## src/hw/rtl/shbm_pkg.sv

```systemverilog
package shbm_pkg;

  localparam int unsigned PATTERN_MAX = 64;
  localparam int unsigned CNT_W       = $clog2(PATTERN_MAX + 1);
  localparam int unsigned PTR_W       = (PATTERN_MAX > 1) ? $clog2(PATTERN_MAX) : 1;
  localparam int unsigned HIST_DEPTH  = 2 ** PTR_W;
  localparam int unsigned SYM_W       = 8;
  localparam int unsigned IN_DATA_W   = 8;
  localparam int unsigned OUT_DATA_W  = ((2 * CNT_W + 7) / 8) * 8;

  typedef enum logic [3:0] {
    ST_IDLE   = 4'b0001,
    ST_SCAN   = 4'b0010,
    ST_DRAIN  = 4'b0100,
    ST_FINISH = 4'b1000
  } state_e;

  typedef struct packed {
    logic load_pat;
    logic load_gen;
    logic scan_issue;
    logic finish;
    logic emit;
  } cmd_t;

  typedef struct packed {
    logic need_scan;
    logic scan_last;
    logic out_free;
  } sts_t;

endpackage

```

## src/hw/rtl/sliding_hamming_best_match_unit.sv

```systemverilog
// Pattern byte: next item accepted in the following cycle.
// Genome byte: passes through FINISH when no full window is ready, and through SCAN,
// DRAIN and FINISH when a window is scored; the window is compared one offset per
// cycle through the single read port of the pattern and history memories.
// The result is registered in FINISH after the last genome byte, once the output is free.
// Reset (rst_ni low, asynchronous) clears all counts and flags; memories are not cleared.
module sliding_hamming_best_match_unit (
  input  logic                              clk_i,
  input  logic                              rst_ni,
  input  logic                              s_axis_tvalid,
  output logic                              s_axis_tready,
  input  logic [shbm_pkg::IN_DATA_W-1:0]    s_axis_tdata,  // symbol
  input  logic                              s_axis_tuser,  // kind
  input  logic                              s_axis_tlast,  // last
  output logic                              m_axis_tvalid,
  input  logic                              m_axis_tready,
  output logic [shbm_pkg::OUT_DATA_W-1:0]   m_axis_tdata,  // best_matches, pattern_length
  output logic                              m_axis_tuser   // no_window
);
  import shbm_pkg::*;

  cmd_t cmd;
  sts_t sts;

  shbm_ctrl u_ctrl (
    .clk_i      (clk_i),
    .rst_ni     (rst_ni),
    .in_valid_i (s_axis_tvalid),
    .in_kind_i  (s_axis_tuser),
    .in_last_i  (s_axis_tlast),
    .in_ready_o (s_axis_tready),
    .sts_i      (sts),
    .cmd_o      (cmd)
  );

  shbm_datapath u_dp (
    .clk_i           (clk_i),
    .rst_ni          (rst_ni),
    .in_symbol_i     (s_axis_tdata[SYM_W-1:0]),
    .in_last_i       (s_axis_tlast),
    .cmd_i           (cmd),
    .sts_o           (sts),
    .out_valid_o     (m_axis_tvalid),
    .out_ready_i     (m_axis_tready),
    .out_data_o      (m_axis_tdata),
    .out_no_window_o (m_axis_tuser)
  );

endmodule

```

## src/hw/rtl/shbm_ctrl.sv

```systemverilog
module shbm_ctrl (
  input  logic          clk_i,
  input  logic          rst_ni,
  input  logic          in_valid_i,
  input  logic          in_kind_i,
  input  logic          in_last_i,
  output logic          in_ready_o,
  input  shbm_pkg::sts_t sts_i,
  output shbm_pkg::cmd_t cmd_o
);
  import shbm_pkg::*;

  state_e state_q, state_d;
  logic   last_q, last_d;
  logic   accept;

  assign in_ready_o = (state_q == ST_IDLE);
  assign accept     = in_valid_i && in_ready_o;

  always_comb begin
    state_d         = state_q;
    last_d          = last_q;
    cmd_o           = '0;
    cmd_o.load_pat  = accept && !in_kind_i;
    cmd_o.load_gen  = accept && in_kind_i;
    unique case (state_q)
      ST_IDLE: begin
        if (accept && in_kind_i) begin
          last_d  = in_last_i;
          state_d = sts_i.need_scan ? ST_SCAN : ST_FINISH;
        end
      end
      ST_SCAN: begin
        cmd_o.scan_issue = 1'b1;
        if (sts_i.scan_last) begin
          state_d = ST_DRAIN;
        end
      end
      ST_DRAIN: begin
        state_d = ST_FINISH;
      end
      ST_FINISH: begin
        cmd_o.finish = 1'b1;
        if (!last_q) begin
          state_d = ST_IDLE;
        end else if (sts_i.out_free) begin
          cmd_o.emit = 1'b1;
          state_d    = ST_IDLE;
        end
      end
      default: begin
        state_d = ST_IDLE;
      end
    endcase
  end

  always_ff @(posedge clk_i or negedge rst_ni) begin
    if (!rst_ni) begin
      state_q <= ST_IDLE;
      last_q  <= 1'b0;
    end else begin
      state_q <= state_d;
      last_q  <= last_d;
    end
  end

endmodule

```

## src/hw/rtl/shbm_datapath.sv

```systemverilog
module shbm_datapath (
  input  logic                              clk_i,
  input  logic                              rst_ni,
  input  logic [shbm_pkg::SYM_W-1:0]        in_symbol_i,
  input  logic                              in_last_i,
  input  shbm_pkg::cmd_t                    cmd_i,
  output shbm_pkg::sts_t                    sts_o,
  output logic                              out_valid_o,
  input  logic                              out_ready_i,
  output logic [shbm_pkg::OUT_DATA_W-1:0]   out_data_o,
  output logic                              out_no_window_o
);
  import shbm_pkg::*;

  logic [SYM_W-1:0] pat_mem [PATTERN_MAX];
  logic [SYM_W-1:0] hist_mem [HIST_DEPTH];

  logic [CNT_W-1:0] pcount_q, pcount_d;
  logic             pdone_q, pdone_d;
  logic [CNT_W-1:0] gcount_q, gcount_d;
  logic [CNT_W-1:0] best_q, best_d;
  logic [CNT_W-1:0] match_q, match_d;
  logic [PTR_W-1:0] wptr_q, wptr_d;
  logic [PTR_W-1:0] base_q, base_d;
  logic [PTR_W-1:0] idx_q, idx_d;
  logic             cmp_v_q;
  logic [SYM_W-1:0] pat_rd_q, hist_rd_q;
  logic             out_valid_q, out_valid_d;
  logic [CNT_W-1:0] out_best_q, out_plen_q;
  logic             out_none_q;

  logic [CNT_W-1:0] pc_eff, gcount_inc, offset, best_max;
  logic [PTR_W-1:0] hist_addr;
  logic             pat_wr, none;

  assign pc_eff     = pdone_q ? '0 : pcount_q;
  assign pat_wr     = cmd_i.load_pat && (pc_eff < CNT_W'(PATTERN_MAX));
  assign gcount_inc = (gcount_q < CNT_W'(PATTERN_MAX)) ? gcount_q + 1'b1 : gcount_q;
  assign offset     = pcount_q - 1'b1 - CNT_W'(idx_q);
  assign hist_addr  = base_q - offset[PTR_W-1:0];
  assign best_max   = (match_q > best_q) ? match_q : best_q;
  assign none       = (pcount_q == '0) || (gcount_q < pcount_q);

  assign sts_o.need_scan = (pcount_q != '0) && (gcount_inc >= pcount_q);
  assign sts_o.scan_last = (CNT_W'(idx_q) == pcount_q - 1'b1);
  assign sts_o.out_free  = !out_valid_q || out_ready_i;

  always_comb begin
    pcount_d    = pcount_q;
    pdone_d     = pdone_q;
    gcount_d    = gcount_q;
    best_d      = best_q;
    match_d     = match_q;
    wptr_d      = wptr_q;
    base_d      = base_q;
    idx_d       = idx_q;
    out_valid_d = out_valid_q && !out_ready_i;
    if (cmd_i.load_pat) begin
      pcount_d = pat_wr ? pc_eff + 1'b1 : pc_eff;
      pdone_d  = in_last_i;
      gcount_d = '0;
      best_d   = '0;
    end
    if (cmd_i.load_gen) begin
      pdone_d  = 1'b1;
      gcount_d = gcount_inc;
      wptr_d   = wptr_q + 1'b1;
      base_d   = wptr_q;
      idx_d    = '0;
      match_d  = '0;
    end
    if (cmd_i.scan_issue) begin
      idx_d = idx_q + 1'b1;
    end
    if (cmp_v_q && (pat_rd_q == hist_rd_q)) begin
      match_d = match_q + 1'b1;
    end
    if (cmd_i.finish) begin
      best_d = best_max;
    end
    if (cmd_i.emit) begin
      out_valid_d = 1'b1;
      gcount_d    = '0;
      best_d      = '0;
    end
  end

  always_ff @(posedge clk_i or negedge rst_ni) begin
    if (!rst_ni) begin
      pcount_q    <= '0;
      pdone_q     <= 1'b0;
      gcount_q    <= '0;
      best_q      <= '0;
      match_q     <= '0;
      wptr_q      <= '0;
      base_q      <= '0;
      idx_q       <= '0;
      cmp_v_q     <= 1'b0;
      out_valid_q <= 1'b0;
    end else begin
      pcount_q    <= pcount_d;
      pdone_q     <= pdone_d;
      gcount_q    <= gcount_d;
      best_q      <= best_d;
      match_q     <= match_d;
      wptr_q      <= wptr_d;
      base_q      <= base_d;
      idx_q       <= idx_d;
      cmp_v_q     <= cmd_i.scan_issue;
      out_valid_q <= out_valid_d;
    end
  end

  always_ff @(posedge clk_i) begin
    if (pat_wr) begin
      pat_mem[pc_eff[PTR_W-1:0]] <= in_symbol_i;
    end
    if (cmd_i.scan_issue) begin
      pat_rd_q <= pat_mem[idx_q];
    end
  end

  always_ff @(posedge clk_i) begin
    if (cmd_i.load_gen) begin
      hist_mem[wptr_q] <= in_symbol_i;
    end
    if (cmd_i.scan_issue) begin
      hist_rd_q <= hist_mem[hist_addr];
    end
  end

  always_ff @(posedge clk_i) begin
    if (cmd_i.emit) begin
      out_best_q <= none ? '0 : best_max;
      out_plen_q <= pcount_q;
      out_none_q <= none;
    end
  end

  assign out_valid_o     = out_valid_q;
  assign out_data_o      = OUT_DATA_W'({out_plen_q, out_best_q});
  assign out_no_window_o = out_none_q;

endmodule

```

## config.mk

```make
export PLATFORM = sky130hd
export DESIGN_NAME = sliding_hamming_best_match_unit
export DESIGN_NICKNAME = d
export VERILOG_FILES = /design/src/hw/rtl/shbm_pkg.sv /design/src/hw/rtl/sliding_hamming_best_match_unit.sv /design/src/hw/rtl/shbm_ctrl.sv /design/src/hw/rtl/shbm_datapath.sv
export SDC_FILE = /design/constraint.sdc
export NUM_CORES = 1
export LEC_CHECK = 0
export ABC_AREA = 1
export BUFFER_PORTS_ARGS = -buffer_cell sky130_fd_sc_hd__buf_2
export CAP_MARGIN = 10
export CORE_ASPECT_RATIO = 1.25
export CORE_MARGIN = 2
export CORE_UTILIZATION = 29
export CTS_BUF_LIST = sky130_fd_sc_hd__clkbuf_4 sky130_fd_sc_hd__clkbuf_8
export DETAILED_ROUTE_END_ITERATION = 16
export GPL_TIMING_DRIVEN = 0
export PLACE_DENSITY = 0.39
export SLEW_MARGIN = 15
export SYNTH_ARGS = -nofsm -noshare
export SYNTH_HDL_FRONTEND = slang
export SYNTH_SLANG_ARGS = --single-unit
```

## constraint.sdc

```tcl
create_clock -name clk_i -period 4.2 [get_ports clk_i]
set_input_delay 0.21 -clock clk_i [delete_from_list [all_inputs] [get_ports clk_i]]
set_output_delay 0.21 -clock clk_i [all_outputs]
set_load 0.02 [all_outputs]
```

Word-level counts from Yosys, hierarchy flattened
Memory sizes are Yosys's and may differ from the RTL's. A register that Yosys moved wholly into a read port is not among the register bits.
Cells that the tools add are included.
{"block": "totals", "ff_bits": 69, "mem_bits_rw": 1024, "inputBits": 14, "output_inout_bits": 19, "word_cells": 90, "mem_count": 2}
{"block": "classes", "n_addsub": 8, "order_cmp": 5, "eq_ne": 9, "mux": 30, "n_reduce_logical": 21}
{"name": "u_dp.hist_mem", "words": 64, "word_bits": 8, "rd": 1, "rd_clocked_by_memory_dff": 1, "write_ports": 1, "line": "shbm_datapath.sv:16", "source": "logic [SYM_W-1:0] hist_mem [HIST_DEPTH];"}
{"name": "u_dp.pat_mem", "words": 64, "word_bits": 8, "rd": 1, "rd_clocked_by_memory_dff": 1, "write_ports": 1, "line": "shbm_datapath.sv:15", "source": "logic [SYM_W-1:0] pat_mem [PATTERN_MAX];"}
{"operator": "two-way mux 7 bit", "n": 11}
{"operator": "adder 7 x 1 -> 7 bit, second input constant", "n": 3}
{"operator": "two-way mux 4 bit", "n": 5}
{"operator": "case mux 4 bit (4 select lines)", "n": 1}
{"operator": "< comparator 7 bit, second input constant", "n": 2}
{"operator": "adder 6 x 1 -> 6 bit, second input constant", "n": 2}
{"operator": "two-way mux 6 bit", "n": 2}
{"operator": "subtractor 6 bit", "n": 2}
{"operator": "two-way mux 1 bit", "n": 10}
{"operator": "== test 8 bit", "n": 1}
{"operator": "== test 6 x 7 -> 1 bit", "n": 1}
{"operator": "greater-or-equal comparator 7 bit", "n": 1}
{"operator": "> comparator 7 bit", "n": 1}
{"operator": "logical AND 1 bit", "n": 7}
{"operator": "logical NOT 7 bit", "n": 1}
{"operator": "< comparator 7 bit", "n": 1}
{"operator": "nonzero test 7 bit", "n": 1}
{"operator": "subtractor 7 x 1 -> 7 bit, second input constant", "n": 1}
{"operator": "nonzero test 2 bit", "n": 3}
{"operator": "nonzero test 3 bit", "n": 2}
{"operator": "== test 4 x 1 -> 1 bit, second input constant", "n": 1}
{"operator": "== test 4 x 2 -> 1 bit, second input constant", "n": 1}
{"operator": "== test 4 x 3 -> 1 bit, second input constant", "n": 1}
{"operator": "== test 4 bit, second input constant", "n": 1}
{"operator": "7 further kinds", "n": 11}

Depth between registers and ports, before layout
{"block": "logic_depth", "word_depth": 7, "ltp_mapped": 18, "depth_no_buf": 16}

Cells and area by module
A second synthesis with hierarchy kept.
{"block": "unflattened", "hier_cells": 4600, "area_unflattened_um2": 47924.7}
{"module": "shbm_datapath", "instances": 1, "cells_per_inst": 4550, "area_each_um2": 47590.6, "seq_area_each_um2": 32906.6}
{"module": "shbm_ctrl", "instances": 1, "cells_per_inst": 50, "area_each_um2": 334.1, "seq_area_each_um2": 126.4}

Worst setup path after synthesis
OpenSTA, ideal clock, no wires.
{"block": "synth_timing", "path_type": "reg-to-reg", "from": "register u_dp.pcount_q[0]", "to": "register u_dp.hist_rd_q[5], read port of u_dp.hist_mem (data pin)", "setup_ns": 0.253, "arrival_time_ns": 3.149, "required_time_ns": 3.947, "path_slack_ns": 0.799, "stages_incl_launch_ff": 18, "n_path_buf": 2, "period_less_slack_ns": 3.401, "cell_sequence": "dfrtp_1 > clkinv_1 > ha_1 > fa_1 > inv_1 > fa_1 > inv_1 > clkbuf_1 > clkbuf_1 > nor2_1 > nand2_1 > nand3_1 > nand2_1 > nand2_1 > nand3_1 > nand2_1 > nand2_1 > nand2_1"}
{"block": "synth_via", "elab_chain_cells": 3}
{"item": "from (decl)", "line": "shbm_datapath.sv:18", "source": "logic [CNT_W-1:0] pcount_q, pcount_d;"}
{"item": "from (signal assigned)", "line": "shbm_datapath.sv:101", "source": "pcount_q <= pcount_d;"}
{"item": "subtractor 7 x 1 -> 7 bit", "line": "shbm_datapath.sv:39", "source": "assign offset = pcount_q - 1'b1 - CNT_W'(idx_q);"}
{"item": "subtractor 6 bit", "line": "shbm_datapath.sv:39"}
{"item": "subtractor 6 bit", "line": "shbm_datapath.sv:40", "source": "assign hist_addr = base_q - offset[PTR_W-1:0];"}
{"item": "to (decl)", "line": "shbm_datapath.sv:27", "source": "logic [SYM_W-1:0] pat_rd_q, hist_rd_q;"}
Every way passes these cells.
A chain may end at the register's enable or synchronous reset.

Worst setup path after layout
{"block": "layout_timing", "from": "register u_dp.pcount_q[1]", "to": "register u_dp.hist_rd_q[2], read port of u_dp.hist_mem (data pin)"}
The elaborated chain is that of the path after synthesis.

==> results by group <==
CTS
  • CTS max path bufs: 3
  • Clock tree from TritonCTS: built
  • Skew-Pair Late Insertion Delay: 0.93 ns
  • H-tree Lvls: 4
  • CTS Sinks: 1109
  • TritonCTS Buffers: 189
  • Clk slew on worst S/H paths: 0.06 ns
  • Root Buffer Master: clkbuf_8

GRT
  • Initial antenna violation count: 2
  • GRT Util Overall: 19.8%
  • GR Overflow Total: 0
  • First-pass GRT wire length: 237 mm
  • Vias in the first global route: 32.6k
  • Largest net degree at the start of global routing: 87

Floorplanning
  • Core Rows: 166
  • Die footprint: 168000 sq um
  • Starting density of the core: 29.2%
  • Area of the core: 164000 sq um
  • Die Y: 458 um
  • Chip Width: 367 um
  • I/O pins: 33

STA
  • Final period util: 97.0%
  • F_max: 0.245 GHz
  • Unrepaired setup endpoints after global routing: no
  • Slew margin rel.: 22.6%
  • Final Setup Violations: 0
  • Final Max Tran Viols: 0
  • Final Hold Violating Endpoints: 0
  • Tmin final: 4.07 ns
  • Post-route setup TNS: 0 ns
  • Final clock skew: 0.0540 ns
  • Worst-margin pin slew: 1.16 ns

Worst setup path
  • FF-to-FF path depth: 15
  • CP startpoint: u_dp.pcount_q[1]
  • Worst-path cell chain: clkinvlp_4, ha_1, fa_1, inv_1, fa_1, clkbuf_2, buf_2, nand2_1, nand3_1, nand2_1, nand2_1, nand3_1, nand2_1, nand2_1, nand2_1
  • Reg2reg end: u_dp.hist_rd_q[2]
  • Crit path max fanout: 10
  • Startpoint Class: register
  • Worst setup path endpoint: u_dp.hist_rd_q[2]
  • Worst path buffer plus inverter count: 4
  • Critical Path AT: 4.85 ns
  • Worst setup path class: register to register
  • RR Startpoint: u_dp.pcount_q[1]
  • CP top delay family: adder cells
  • R2r setup slk: 0.13 ns
  • CP Capture Type: register
  • Crit-path max cell delay: 0.54 ns
  • Worst path most repeated cell: nand2_1
  • Slowest stage cell, crit path: fa_1
  • CP required: 4.98 ns
  • Levels on crit path: 15

Synthesis
  • Synth top area share: 66.4%
  • Simple-gate share of the synthesized area: 22.0%
  • Yosys warning total: 0
  • Synth Area in Adders: 1.18%
  • XOR/XNOR share of the synthesized area: 0.514%
  • Proportion of synthesized area in mux cells: 0%
  • Ys flop type: edfxtp_1
  • Compound-gate portion of the synthesized area: 2.06%
  • Count of cell types in the netlist: 36
  • Leading area contributor after synthesis: edfxtp_1
  • Leading cell types by count after synthesis: nand2_1 (1743), edfxtp_1 (1055), nand3_1 (602)
  • Post-Syn Instances: 4560
  • Mean Syn Cell Area: 10.5 sq um
  • Count leader, synth: nand2_1
  • Number of synthesized flops with an enable pin: 1055
  • Largest family of logic cells by synthesized area: simple AND/OR/NAND/NOR gates
  • Seq/Total Area, Yosys: 69.2%
  • Top cells by area, synth: edfxtp_1 (66%), nand2_1 (14%), nand3_1 (6.3%)
  • Post-synth ARST share: 4.87%
  • Synthesized area: 47700 sq um
  • Yosys reg bits: 1109

Placed design
  • Routability cong.: 0.931
  • Number of I/O port buffers: 30
  • HPWL Detailed: 117 mm
  • Placed cells: 6789

Finish
  • Area Growth Syn to Fin: 15.3%
  • Fin cells: 7157
  • Share of layout cells above drive strength 1: 8.73%
  • Final #Nets: 4874

Flow run
  • Max-Cap Viols: 0

Detailed routing
  • TritonRoute pass-1 iters: 5
  • Initial DRC count: 2210
  • Drt drc: 0
  • Vias/cell: 4.57
  • WL/cell: 23.4 um
  • Vias: 32.7k
  • DRT antenna net count: 0
  • Final wirelength: 167 mm

Min path
  • Hold crit path type: input pin to register
  • Hold_sp: m_axis_tready
  • Hold path depth: 5

Status
  • Status: finished clean
==> worst register-to-register path, delay by kind of cell, from the launching register on <==
kind / cells / cell delay, ns
adders and majority gates: 3 / 1.42
buffers and inverters: 4 / 1.09
and+or+nand+nor: 8 / 0.95
DFF: 1 / 0.46
==> how the worst min path moves through the flow <==
stage                               endpoint
final                       u_dp.out_valid_o
after detailed placement      u_dp.best_q[0]
after global placement    u_dp.out_plen_q[3]
after CTS                   u_dp.out_valid_o
after floorplan                u_ctrl.last_q
after global routing        u_dp.out_valid_o
==> cells by family (layout without fill, tap and decap cells) <==
group           Yosys count  after routing
flops                  1109           1109
xor+xnor                 28             28
fa+ha+maj                42             42
simple gates           2575           2575
compound gates          180            180
buf+inv                 625           1034
other cells               1              5
==> cell type report <==
class	count	area, sq um
tap	2184	2730
fill	17100	109000
sequential	1109	33000
antenna	3	7.51
timing repair buffer	66	733
clock inverter	100	664
buffer	217	930
inverter	408	1540
multi-input combinational	2827	12400
clock buffer	243	3010
==> layer usage <==
layer	share of wire (%)	global-route usage, %	wire length [um]
met5	0	0	0
met4	4.6	9.09	7750
met3	3.4	2.76	5760
met2	51	35.5	85900
met1	41	23.3	68100
==> through the flow <==
| step | util [%] | hold WS, ns | cell area, sq um | setup slack [ns] |
|---|---|---|---|---|
| 6_report | 33.6 | 0.193 | 55000 | 0.126 |
| 5_1_grt | 33.6 | 0.178 | 55000 | 0.00238 |
| 4_1_cts | 33.6 | 0.0981 | 55000 | 0.0000218 |
| 3_5_place_dp | 31.2 | 0.0423 | 51000 | -1.25 |
| 3_3_place_gp | 30.9 | 0.451 | 50600 | -1.42 |
| 2_1_floorplan | - | -0.0856 | 47700 | 0.799 |
==> state kept, by name, summed over array words and instances, names as in the netlist <==
name	flops
u_dp.pcount_q	7
u_dp.base_q	6
u_dp.pat_mem	512
u_dp.idx_q	6
u_dp.out_no_window_o	1
u_dp.hist_rd_q	8
u_dp.out_plen_q	7
u_dp.out_best_q	7
u_ctrl.state_q	4
u_dp.cmp_v_q	1
u_dp.best_q	7
u_dp.wptr_q	6
u_dp.pdone_q	1
u_dp.match_q	7
u_dp.out_valid_o	1
u_ctrl.last_q	1
u_dp.pat_rd_q	8
u_dp.gcount_q	7
u_dp.hist_mem	512
==> cell usage in the layout (no fill, tap or decap), types with 25 or more instances in the layout <==
master    instances
clkbuf_1        101
ha_1             37
clkbuf_8        190
clkbuf_4         57
o21ai_0          55
a21oi_1          85
nand3_1         602
buf_2            68
clkinv_1         58
inv_1           400
edfxtp_1       1055
nor2_1          195
nand2_1        1742
buf_1            40
clkinv_2         25
dfrtp_1          52
==> what timing repair did <==
item | in CTS | in global routing
hold endpoints to repair | 724 | 0
hold buffers | 17 | 0
gates resized for setup | 39 | 14
setup endpoints to repair | 8 | 8
buffers inserted | 1 | 4
pin swaps | 1 | 0
Power is left out: the tool's default activity adds up to more than one toggle a clock period on the data nets, which glitch-free logic cannot reach.
